### config.mk
export PLATFORM = sky130hd
export DESIGN_NAME = prr_ctrl
export DESIGN_NICKNAME = d
export VERILOG_FILES = /design/src/prr_pkg.sv /design/src/prr_ctrl.sv
export SDC_FILE = /design/constraint.sdc
export NUM_CORES = 1
export LEC_CHECK = 0
export BUFFER_PORTS_ARGS = -buffer_cell sky130_fd_sc_hd__buf_2
export CAP_MARGIN = 30
export CORE_MARGIN = 2
export CORE_UTILIZATION = 40
export CTS_BUF_LIST = sky130_fd_sc_hd__clkbuf_2 sky130_fd_sc_hd__clkbuf_4 sky130_fd_sc_hd__clkbuf_8
export CTS_CLUSTER_DIAMETER = 100
export DETAILED_ROUTE_END_ITERATION = 6
export PLACE_DENSITY = 0.62
export SETUP_SLACK_MARGIN = 0.02
export SKIP_LAST_GASP = 1
export SLEW_MARGIN = 5
export SYNTH_ARGS = -nofsm -noshare
export SYNTH_HDL_FRONTEND = slang
export SYNTH_SLANG_ARGS = --single-unit
### constraint.sdc
create_clock -name clk -period 3.75 [get_ports clk]
set_clock_uncertainty 0.05 [all_clocks]
set_input_delay 0.1875 -clock clk [delete_from_list [all_inputs] [get_ports clk]]
set_output_delay 0.1875 -clock clk [all_outputs]
set_load 0.01 [all_outputs]
### src/prr_pkg.sv
// Package for the polyphase rational resampler.
// Shared types, codes and constants. No dependencies.
package prr_pkg;

  // Default sizes for the top-level parameters
  localparam int DEF_MAX_PHASES = 32;
  localparam int DEF_MAX_TAPS   = 32;

  // Fixed field widths
  localparam int MAX_CHANNELS = 2;
  localparam int SAMPLE_BITS  = 24;
  localparam int COEF_BITS    = 24;
  localparam int COEF_FRAC    = 22;
  localparam int MIN_TAPS     = 4;
  localparam int POS_W        = 7;
  localparam int UP_W         = 7;
  localparam int DOWN_W       = 6;
  localparam int TAPS_W       = 8;
  localparam int CHANS_W      = 2;
  localparam int CFG_W        = 6;
  localparam int CFG_IDX_W    = 2;
  localparam int CMD_W        = 2;
  localparam int ADDR_W       = 10;

  typedef enum logic [CMD_W-1:0] {
    CMD_SAMPLE = 2'd0,
    CMD_COEF   = 2'd1,
    CMD_CLEAR  = 2'd2
  } cmd_t;

  typedef enum logic [CFG_IDX_W-1:0] {
    REG_UP    = 2'd0,
    REG_DOWN  = 2'd1,
    REG_TAPS  = 2'd2,
    REG_CHANS = 2'd3
  } cfg_reg_t;

  typedef enum logic [2:0] {
    ST_IDLE,
    ST_PASS,
    ST_LOOP,
    ST_MAC,
    ST_DRAIN,
    ST_EMIT
  } state_t;

  // Effective (clamped) configuration
  typedef struct packed {
    logic [UP_W-1:0]    up;
    logic [DOWN_W-1:0]  down;
    logic [TAPS_W-1:0]  taps;
    logic [CHANS_W-1:0] chans;
  } cfg_t;

  // Controller to datapath commands
  typedef struct packed {
    logic              coef_wr;
    logic              clear;
    logic              hist_wr;
    logic              hist_ch;
    logic              rd_en;
    logic              acc_clr;
    logic              rd_ch;
    logic [POS_W-1:0]  rd_phase;
    logic [TAPS_W-1:0] rd_tap;
    logic              round;
    logic              out_load;
    logic              out_pass;
    logic              out_ch;
    logic              out_last;
  } dp_cmd_t;

  // Datapath to controller status
  typedef struct packed {
    logic pipe_busy;
    logic out_free;
  } dp_sts_t;

endpackage

### src/prr_ctrl.sv
// Sequencer for the resampler: request intake, phase loop, tap loop, emission.
// Depends on prr_pkg.
module prr_ctrl (
  input  logic              clk,
  input  logic              rst_n,
  input  logic              in_valid,
  output logic              in_ready,
  input  logic [1:0]        in_cmd,
  input  prr_pkg::cfg_t     cfg,
  input  prr_pkg::dp_sts_t  sts,
  output prr_pkg::dp_cmd_t  cmd
);
  import prr_pkg::*;

  state_t             state_r, state_nxt;
  logic [POS_W-1:0]   pos_r, pos_nxt;
  logic               cc_r, cc_nxt;
  logic               ch_r, ch_nxt;
  logic [TAPS_W-1:0]  tap_r, tap_nxt;

  logic               accept;
  logic               idx;
  logic               last_ch;
  logic [POS_W-1:0]   pos_step;
  logic [CHANS_W-1:0] idx_ext;

  always_ff @(posedge clk) begin
    if (!rst_n) begin
      state_r <= ST_IDLE;
      pos_r   <= '0;
      cc_r    <= 1'b0;
      ch_r    <= 1'b0;
      tap_r   <= '0;
    end else begin
      state_r <= state_nxt;
      pos_r   <= pos_nxt;
      cc_r    <= cc_nxt;
      ch_r    <= ch_nxt;
      tap_r   <= tap_nxt;
    end
  end

  // Helpers
  assign accept   = in_valid && in_ready;
  assign idx      = ({1'b0, cc_r} >= cfg.chans) ? 1'b0 : cc_r;
  assign idx_ext  = CHANS_W'(idx) + CHANS_W'(1);
  assign last_ch  = ({1'b0, ch_r} == (cfg.chans - CHANS_W'(1)));
  assign pos_step = pos_r + POS_W'(cfg.down);

  always_comb begin
    state_nxt = state_r;
    pos_nxt   = pos_r;
    cc_nxt    = cc_r;
    ch_nxt    = ch_r;
    tap_nxt   = tap_r;
    in_ready  = 1'b0;
    cmd          = '0;
    cmd.hist_ch  = idx;
    cmd.rd_ch    = ch_r;
    cmd.rd_phase = pos_r;
    cmd.rd_tap   = tap_r;
    cmd.out_ch   = ch_r;

    case (state_r)
      ST_IDLE: begin
        in_ready = 1'b1;
        if (accept) begin
          case (cmd_t'(in_cmd))
            CMD_COEF: cmd.coef_wr = 1'b1;
            CMD_CLEAR: begin
              cmd.clear = 1'b1;
              pos_nxt   = '0;
              cc_nxt    = 1'b0;
            end
            CMD_SAMPLE: begin
              cmd.hist_wr = 1'b1;
              if (idx_ext < cfg.chans) begin
                cc_nxt = 1'b1;
              end else begin
                cc_nxt = 1'b0;
                ch_nxt = 1'b0;
                if (cfg.up == UP_W'(cfg.down)) begin
                  state_nxt = ST_PASS;
                end else begin
                  state_nxt = ST_LOOP;
                end
              end
            end
            default: ;
          endcase
        end
      end

      // Unfiltered: newest sample of each channel
      ST_PASS: begin
        if (sts.out_free) begin
          cmd.out_load = 1'b1;
          cmd.out_pass = 1'b1;
          cmd.out_last = last_ch;
          if (last_ch) begin
            state_nxt = ST_IDLE;
          end else begin
            ch_nxt = 1'b1;
          end
        end
      end

      // Phase loop test
      ST_LOOP: begin
        if (UP_W'(pos_r) < cfg.up) begin
          ch_nxt    = 1'b0;
          tap_nxt   = '0;
          state_nxt = ST_MAC;
        end else begin
          pos_nxt   = pos_r - POS_W'(cfg.up);
          state_nxt = ST_IDLE;
        end
      end

      // One tap read per cycle
      ST_MAC: begin
        cmd.rd_en   = 1'b1;
        cmd.acc_clr = (tap_r == '0);
        if (tap_r == cfg.taps - TAPS_W'(1)) begin
          state_nxt = ST_DRAIN;
        end else begin
          tap_nxt = tap_r + TAPS_W'(1);
        end
      end

      ST_DRAIN: begin
        if (!sts.pipe_busy) begin
          cmd.round = 1'b1;
          state_nxt = ST_EMIT;
        end
      end

      ST_EMIT: begin
        if (sts.out_free) begin
          cmd.out_load = 1'b1;
          cmd.out_last = last_ch && (UP_W'(pos_step) >= cfg.up);
          if (last_ch) begin
            pos_nxt   = pos_step;
            state_nxt = ST_LOOP;
          end else begin
            ch_nxt    = 1'b1;
            tap_nxt   = '0;
            state_nxt = ST_MAC;
          end
        end
      end

      default: state_nxt = ST_IDLE;
    endcase
  end

endmodule

* Yosys cells after proc, flatten, opt, wreduce, memory -nomap -nowiden
Cells that the tools add are included.
W data, S select, Z words.
** Cells by class
- Add/subtract/negate cells :: 6
- Magnitude comparators :: 4
- Eq/ne operators :: 26
- Muxes and demuxes :: 49
- Reductions and logical operators :: 15
** Operators with widths (count)
- $mux W7 :: 5
- $mux W8 :: 4
- $mux W3 :: 10
- $ne A2 B2 Y1 const B :: 13
- $pmux W8 S3 :: 1
- $pmux W7 S3 :: 1
- $mux W1 :: 19
- $pmux W3 S6 :: 1
- $reduce_bool A3 Y1 :: 3
- $add A8 B1 Y8 const B :: 1
- $eq A8 B8 Y1 :: 1
- $logic_not A8 Y1 :: 1
- $mux W2 :: 4
- $reduce_and A8 Y1 :: 1
- $sub A8 B1 Y8 const B :: 1
- $add A7 B6 Y7 :: 1
- $eq A7 B6 Y1 :: 1
- $ge A7 B7 Y1 :: 1
- $lt A7 B7 Y1 :: 1
- $reduce_and A7 Y1 :: 1
- $sub A7 B7 Y7 :: 1
- $eq A3 B2 Y1 const B :: 2
- $eq A3 B3 Y1 const B :: 2
- $ne A2 B1 Y1 const B :: 3
- 18 further kinds :: 21
** Word-level totals
- Register bits :: 20
- Bits of input ports :: 30

* Depth between registers and ports, before layout
Gate-level depths: netlist of run 1.
- Depth in word-level cells :: 8
- Gate-level depth with buffers :: 11
- Mapped depth without buffers :: 11

* Worst setup path before layout of run 1
Ideal clock, no wire load.
- Path type :: register to output
- Start :: register pos_r[0]
- End :: output cmd[0] (netlist bit)
- Data arrival time :: 2.354 ns
- Data required time :: 3.513 ns
- Setup slack :: 1.158 ns
- Cell stages (with the launch flop) :: 11
- Path through :: dfxtp_1 -> ha_1 -> fa_1 -> a21o_1 -> a21oi_1 -> o21bai_1 -> a21oi_1 -> xnor2_1 -> ha_1 -> o311ai_0 -> a21oi_1
** RTL lines
- start, declared :: RTL line prr_ctrl.sv:16 : logic [POS_W-1:0] pos_r, pos_nxt;
- start signal, assigned :: RTL line prr_ctrl.sv:36 : pos_r <= pos_nxt;
- end, declared :: RTL line prr_ctrl.sv:11 : output prr_pkg::dp_cmd_t cmd

==> results.cfg, run 1 <==
[floorplanning]
rows = 27
initial_core_util_pct = 41.1
dieArea_mm2 = 0.00620
core_area_mm2 = 0.00544
io_pins = 58
die_w_um = 78.8
die_y_um = 78.8

[setup_path]
arrival_ns = 2.91
start_kind = flip-flop
slowest_delay_ns = 0.41
cp_max_fo = 4
critPathMostFrequentCell = a21oi_1
crit_slowest_cell = fa_1
critPathBufInv = 1
crit_start = pos_r[0]$_SDFFE_PN0P_
critPathKind = flip-flop to output pin
crit_family = compound AO/OA/AOI/OAI gates
worstReg2RegEnd = pos_r[0]$_SDFFE_PN0P_
r2r_start = pos_r[1]$_SDFFE_PN0P_
path_cells = ha_1 -> fa_1 -> a21o_1 -> a21oi_1 -> o21bai_1 -> a21oi_1 -> xnor2_1 -> ha_1 -> o311ai_0 -> a21oi_1 -> buf_2
r2r_cells = 8
cp.required_ns = 3.51
cp-end-kind = output pin
reg2reg_slack_ns = 0.96

[grt]
antenna_found_initial = 0
grt_pass1_wl_mm = 9.11
grtUsageTotal_pct = 18.1
grt_max_degree = 15
grt_overflow = 0
grt_pass1_vias = 2021

[synthesis]
synth_cells = 296
synthArstFlopShare_pct = 0
synth_top_flop_cell = dfxtp_1
synth.avg_cell_area_um2 = 7.55
synth_nets = 353
ys_seq_area_share_pct = 17.9
synthTopCellsByArea = dfxtp_1, ha_1, a21oi_1
yosysWarnings = 0
ys_ff_latch = 20
synth_area_mm2 = 0.00224
synth_edf_count = 0
yosysTopAreaCell = dfxtp_1
ys_types = 57
synth_top_area_share_pct = 17.9

[clock_tree]
clk_path_buf_depth = 2
cts_setup_buffers = 0
post_cts_resized = 0
cts.clk_slew.worst_paths_ns = 0.08
cts_hold_buf = 0
cts_buffers = 3
cts_tree = done
cts_root_buf = clkbuf_8
clk_latency_ns = 0.26
cts_sinks = 20
htree_levels = 1

[route]
postRouteAntennaNets = 0
drc = 0
drt-total-wl_mm = 5.54
drtIter0Drc = 102
vias = 2221
routedWlPerCell_um = 13.3
via_per_inst = 5.31
dr.pass1.iters = 5

[flow_run]
cap_viol_max_count = 0

[hold_path]
hold_depth = 2
min_to = pos_r[0]$_SDFFE_PN0P_
hold_class = input pin to flip-flop
hp-start = rst_n

[sta]
report.final.slew_viol_count = 0
finalSetupTns_ns = 0
fin_crit_sh_pct = 83.8
period_minus_slack_ns = 3.14
timing.fmax_mhz = 318
hold_slack_ns = 0.185
setup_violations = 0
max_slew_margin_pct = 35.5
tightest_slew_ns = 0.968
rsz0062_at_grt = false
hold_viol_final = 0

[power_and_ir_drop]
leakagePower_nw = 1.23
vdd_drop_max_v = 0.000132
power.density_mw_per_mm2 = 277
finalPower_uw = 728

[finish]
postLayoutCellArea_mm2 = 0.00263
final_common_cell = buf_2
fin_nets = 404
layout-drive-gt1-share_pct = 19.4
antenna_cells = 0
layout_common_cells = buf_2, a21oi_1, nor2_1, ha_1, inv_1
area_growth_syn_to_layout_pct = 17.4
fillCellCount = 576

[place]
place_area_mm2 = 0.00255
port_buffers = 57
hpwl_mm = 4.52
gp_congestion = 0.821

[status]
status = completed
-- power by group --
group          switching [mW]  leakage (nW)  internal [mW]  total (mW)
Sequential             0.0172         0.162          0.223       0.240
Clock                  0.0811        0.0357          0.143       0.224
Combinational           0.145          1.04          0.118       0.264
-- metal layers --
layer	vias to the layer above	wire length, µm	global-route usage (%)
li1	1160	-	-
met1	1019	2620	23.9
met2	36	2670	31.0
met3	6	202	2.73
met4	0	55	3.86
met5	-	0	0
-- synth_stat cells, types with 3 or more instances --
cell / count
a21oi_1: 27
ha_1: 25
nor2_1: 25
inv_1: 24
nand2_1: 22
dfxtp_1: 20
o21ai_0: 14
nand2b_1: 12
xnor2_1: 12
nor3_1: 8
mux2i_1: 7
nor2b_1: 7
xor2_1: 7
clkbuf_1: 6
a21o_1: 5
nand3_1: 5
o21a_1: 5
buf_4: 4
a211oi_1: 3
nand3b_1: 3
or2_2: 3
or3_1: 3
-- sequential cells by signal, summed over array words and instances (netlist names) --
name	flops
state_r	3
ch_r	1
cc_r	1
tap_r	8
pos_r	7
-- per-stage QoR --
stage / setup slack (ns) / instances / utilization [%]
2_1_floorplan: 1.16 / 296 / -
3_3_place_gp: 0.951 / 414 / 47.0
3_5_place_dp: 0.896 / 414 / 47.0
4_1_cts: 0.584 / 418 / 48.3
5_1_grt: 0.415 / 418 / 48.3
6_report: 0.606 / 418 / 48.3
-- how the worst max path moves through the flow --
| stage | cells after the start | slack [ns] | to |
|---|---|---|---|
| floorplan | 10 | 1.16 | cmd[0] |
| global placement | 11 | 0.95 | cmd[0] |
| detailed placement | 11 | 0.90 | cmd[0] |
| CTS | 11 | 0.58 | cmd[0] |
| global route | 11 | 0.42 | cmd[0] |
| finish | 11 | 0.61 | cmd[0] |
-- layout make-up --
type / instances / area [µm²] / share of cell area [%]
clock inverters: 1 / 30.0 / 1.14
inverters: 25 / 93.8 / 3.57
clock buffers: 3 / 41.3 / 1.57
multi-input cells: 240 / 1680 / 64.2
well taps: 72 / 90.1 / 3.43
repair buffers: 57 / 285 / 10.9
flip-flops and latches: 20 / 400 / 15.3
-- logic make-up (layout without fill, tap and decap cells) --
logic type / after synthesis / in the layout / synth area share [%]
muxes: 7 / 7 / 3.13
and+or+nand+nor: 104 / 104 / 24.2
buffers and inverters: 36 / 86 / 6.77
xor gates and xnor gates: 19 / 19 / 7.44
DFF: 20 / 20 / 17.9
adders and majority gates: 27 / 27 / 15.8
AOI/OAI and AO/OA: 83 / 83 / 24.8
Note: power is estimated with default switching activity, not from simulation.
==> run 2: changes to the inputs <==
clock period = 3.2 ns   (was 3.75 ns; I/O delays follow)
==> run 2 against run 1 <==
- wire length up 1.4%
- via count rose by 1.1%
- power up 10%
- largest power group unchanged
==> results.cfg, run 2 (synthesis results as in run 1) <==
[floorplanning]
rows = 27
io_pins = 58
die_w_um = 78.8
initial_core_util_pct = 41.1
die_y_um = 78.8
dieArea_mm2 = 0.00620
core_area_mm2 = 0.00544

[setup_path]
arrival_ns = 2.80
cp-end-kind = output pin
critPathKind = flip-flop to output pin
critPathBufInv = 1
slowest_delay_ns = 0.41
crit_slowest_cell = fa_1
path_cells = ha_1 -> fa_1 -> a21o_1 -> a21oi_2 -> o21bai_1 -> a21oi_1 -> xnor2_1 -> ha_1 -> o311ai_2 -> a21oi_1 -> buf_2
crit_family = compound AO/OA/AOI/OAI gates
start_kind = flip-flop
cp_max_fo = 4
cp.required_ns = 2.99

[power_and_ir_drop]
leakagePower_nw = 1.25
clockPowerShare_pct = 25.0
p_sw_share_pct = 35.4
power.density_mw_per_mm2 = 303
p_sw_uw = 285
p_int_uw = 519
p_comb_share_pct = 40.2
power.share.sequential_pct = 34.8
vdd_drop_max_v = 0.000164

[finish]
final_common_cell = buf_2
fin_nets = 408
area_growth_syn_to_layout_pct = 18.5
reg.largest.list = tap_r (8), pos_r (7), state_r (3)
layout-drive-gt1-share_pct = 20.9
max_flop_register = tap_r
antenna_cells = 0
largest_register_ffs = 8
layoutNonFillerInstCount = 422
layout_common_cells = buf_2, a21oi_1, nor2_1, ha_1, inv_1

[place]
port_buffers = 57
hpwl_mm = 4.58
post-place-cells = 417
gp_congestion = 0.817

[clock_tree]
cts_tree = done
cts_sinks = 20
clk_latency_ns = 0.26
cts_hold_buf = 0
cts_root_buf = clkbuf_8
clk_path_buf_depth = 2
htree_levels = 1
cts_buffers = 3
cts.clk_slew.worst_paths_ns = 0.08

[grt]
grt_pass1_wl_mm = 9.56
grtUsageTotal_pct = 18.9
antenna_found_initial = 0
grt_max_degree = 13
grt_overflow = 0
grt_pass1_vias = 2063

[sta]
rsz0062_at_grt = false
tightest_slew_ns = 0.793
fin_crit_sh_pct = 94.0
hold_slack_ns = 0.152
timing.fmax_mhz = 333
finalSetupTns_ns = 0
setup_violations = 0
max_slew_margin_pct = 47.1
report.final.slew_viol_count = 0
hold_viol_final = 0
period_minus_slack_ns = 3.01

[route]
drt-total-wl_mm = 5.62
drc = 0
drtIter0Drc = 194
routedWlPerCell_um = 13.3
postRouteAntennaNets = 0
vias = 2246
via_per_inst = 5.32
dr.pass1.iters = 4

[status]
status = completed

[hold_path]
hold_class = input pin to flip-flop

[flow_run]
cap_viol_max_count = 0
[run 2: path summary, 6_finish.rpt]
path	startpoint	end	slack, ns	depth (start not counted)
min reg2reg	tap_r[7]$_SDFFE_PN0P_	tap_r[7]$_SDFFE_PN0P_	0.48	2
max reg2reg	pos_r[1]$_SDFFE_PN0P_	pos_r[4]$_SDFFE_PN0P_	0.51	9
min	rst_n	pos_r[0]$_SDFFE_PN0P_	0.15	2
max	pos_r[0]$_SDFFE_PN0P_	cmd[0]	0.19	11
[run 2: timing repair]
item                                    in CTS  in global routing
endpoints found under the setup margin       0                  1
gates resized for setup                      0                  3
buffers inserted                             0                  1
[run 2: metal layers]
layer	global-route usage, %	vias to the layer above	part of all wire, %
li1	-	1164	-
met5	0	-	0
met4	3.68	0	0.82
met2	32.6	49	47
met3	1.82	4	4.0
met1	25.6	1029	48
[run 2: through the flow]
stage	setup slack, ns	instance area, µm²	utilization, %	power, mW
final	0.193	2650	48.7	0.803
after global routing	0.0423	2650	48.7	0.863
after CTS	0.0601	2630	48.4	0.801
after detailed placement	0.369	2580	47.4	0.601
after global placement	0.444	2580	47.4	0.595
after floorplan	0.636	2240	-	0.501
[run 2: final cells by class]
| cell class | count | area [µm²] |
|---|---|---|
| Timing Repair Buffer | 61 | 315 |
| Clock buffer | 4 | 55.1 |
| Multi-Input combinational cell | 240 | 1700 |
| Sequential cell | 20 | 400 |
| Inverter | 25 | 93.8 |
| Fill cell | 564 | 2790 |
| Tap cell | 72 | 90.1 |
[run 2: power by group through the flow]
stage	registers [mW]	logic, mW	clock network [mW]
CTS	0.279	0.318	0.204
global placement	0.285	0.310	0
detailed placement	0.285	0.316	0
finish	0.279	0.323	0.201
floorplan	0.283	0.218	0
global route	0.282	0.370	0.211
[run 2: worst reg2reg max path, stage by stage (launching register included)]
cell,delay (ns)
dfxtp_1,0.37
ha_1,0.30
nor2b_1,0.17
o31ai_1,0.11
a21oi_1,0.24
o21ai_0,0.22
a21oi_1,0.62
buf_4,0.26
nor2_1,0.04
a211oi_1,0.22
==> run 3: changes to the inputs <==
GPL_TIMING_DRIVEN = 0   (was not set)
==> run 3 against run 2 <==
- setup slack improved by 0.021 ns
- largest cell class unchanged
- flip-flop and latch count unchanged
- critical path type unchanged
- first-iteration DRC count decreased by 46%
==> results.cfg, run 3 (synthesis results as in run 1) <==
[power_and_ir_drop]
leakagePower_nw = 1.26
vdd_drop_max_v = 0.000156
power.density_mw_per_mm2 = 296
finalPower_uw = 795
p_sw_uw = 281
p_comb_share_pct = 40.2
p_sw_share_pct = 35.3
power.share.sequential_pct = 34.8
p_int_uw = 514
clockPowerShare_pct = 25.0

[grt]
grt_overflow = 0
grt_pass1_vias = 2091
grtUsageTotal_pct = 18.5
grt_max_degree = 12
grt_pass1_wl_mm = 9.47
antenna_found_initial = 0

[sta]
max_slew_margin_pct = 59.5
timing.fmax_mhz = 335
rsz0062_at_grt = false
setup_ws_ns = 0.215
tightest_slew_ns = 0.603
period_minus_slack_ns = 2.99
report.final.slew_viol_count = 0
hold_viol_final = 0
setup_violations = 0
finalSetupTns_ns = 0
fin_crit_sh_pct = 93.3

[clock_tree]
cts_root_buf = clkbuf_8
clk_latency_ns = 0.26
htree_levels = 1
cts_setup_buffers = 0
cts_buffers = 3
cts_tree = done
cts_hold_buf = 0
cts_sinks = 20
clk_path_buf_depth = 2
cts.clk_slew.worst_paths_ns = 0.08

[place]
gp_congestion = 0.849
place_area_mm2 = 0.00261
port_buffers = 57
pre_cts_ws_ns = 0.204
post-place-cells = 425
hpwl_mm = 4.51

[setup_path]
slowest_delay_ns = 0.35
critPathMostFrequentCell = a21oi_1
crit_family = compound AO/OA/AOI/OAI gates
arrival_ns = 2.78
worstReg2RegEnd = pos_r[5]$_SDFFE_PN0P_
cp_max_fo = 4
critPathBufInv = 1
crit_slowest_cell = dfxtp_1
start_kind = flip-flop
reg2reg_slack_ns = 0.39
r2r_cells = 9
critPathKind = flip-flop to output pin
path_cells = ha_2 -> fa_2 -> a21o_1 -> a21oi_2 -> o21bai_1 -> a21oi_1 -> xnor2_1 -> ha_1 -> o311ai_2 -> a21oi_1 -> buf_2
cp.required_ns = 2.99
r2r_start = pos_r[1]$_SDFFE_PN0P_
cp-end-kind = output pin

[route]
postRouteAntennaNets = 0
drtIter0Drc = 105
routedWlPerCell_um = 13.1
drt-total-wl_mm = 5.61
via_per_inst = 5.23
dr.pass1.iters = 4
drc = 0
vias = 2245

[floorplanning]
die_w_um = 78.8
core_area_mm2 = 0.00544
rows = 27
io_pins = 58
die_y_um = 78.8
initial_core_util_pct = 41.1
dieArea_mm2 = 0.00620

[finish]
antenna_cells = 0
largest_register_ffs = 8
layout_common_cells = buf_2, a21oi_1, nor2_1
postLayoutCellArea_mm2 = 0.00268
reg.largest.list = tap_r (8), pos_r (7), state_r (3)
layoutNonFillerInstCount = 429
max_flop_register = tap_r
final_common_cell = buf_2
layout-drive-gt1-share_pct = 21.3
fin_nets = 415
area_growth_syn_to_layout_pct = 20.0

[flow_run]
cap_viol_max_count = 0

[hold_path]
hold_depth = 2
hold_class = input pin to flip-flop
min_to = pos_r[0]$_SDFFE_PN0P_
hp-start = rst_n

[status]
status = completed
[run 3: worst max path at each step]
stage | cells past startpoint | end | slack, ns | startpoint
floorplan | 10 | cmd[0] | 0.64 | pos_r[0]$_SDFFE_PN0P_
global placement | 11 | cmd[0] | 0.25 | pos_r[0]$_SDFFE_PN0P_
detailed placement | 11 | cmd[0] | 0.20 | pos_r[0]$_SDFFE_PN0P_
CTS | 11 | cmd[0] | 0.06 | pos_r[0]$_SDFFE_PN0P_
global route | 9 | pos_r[6]$_SDFFE_PN0P_ | 0.04 | pos_r[1]$_SDFFE_PN0P_
finish | 11 | cmd[0] | 0.21 | pos_r[0]$_SDFFE_PN0P_
[run 3: layer usage]
metal,part of all wire [%],global-route usage [%],wire length (µm)
met5,0,0,0
met4,0.84,3.33,47
met3,3.1,1.82,176
met2,47,32.1,2660
met1,49,25.1,2720
[run 3: timing repair]
action,CTS,global route
pin swaps,0,3
gates resized for setup,2,3
gates cloned,0,0
endpoints found under the setup margin,1,1
[run 3: stage by stage]
| stage | utilization, % | hold WS (ns) |
|---|---|---|
| after floorplan | - | 0.243 |
| after global placement | 48.0 | 0.438 |
| after detailed placement | 48.0 | 0.440 |
| after CTS | 49.1 | 0.160 |
| after global routing | 49.3 | 0.163 |
| final | 49.3 | 0.158 |
[run 3: cell type report]
type	count	area [µm²]
flip-flops and latches	20	400
well taps	72	90.1
repair buffers	57	285
clock buffers	4	55.1
multi-input cells	240	1700
plain buffers	11	57.6
inverters	25	93.8
fillers	564	2760
[run 3: worst reg2reg max path: stages (launching register included)]
cell and delay (ns):
dfxtp_1 0.47, ha_1 0.28, nor2b_1 0.14, o31ai_1 0.35
a21oi_1 0.19, o21ai_0 0.40, a21oi_1 0.24, clkbuf_1 0.29
o21ai_0 0.21, a21oi_1 0.05
[run 3: power by group through the flow]
stage | logic, mW | registers [mW] | clock network, mW
floorplan | 0.218 | 0.283 | 0
global placement | 0.309 | 0.282 | 0
detailed placement | 0.313 | 0.282 | 0
CTS | 0.317 | 0.277 | 0.202
global route | 0.365 | 0.280 | 0.211
finish | 0.320 | 0.277 | 0.198
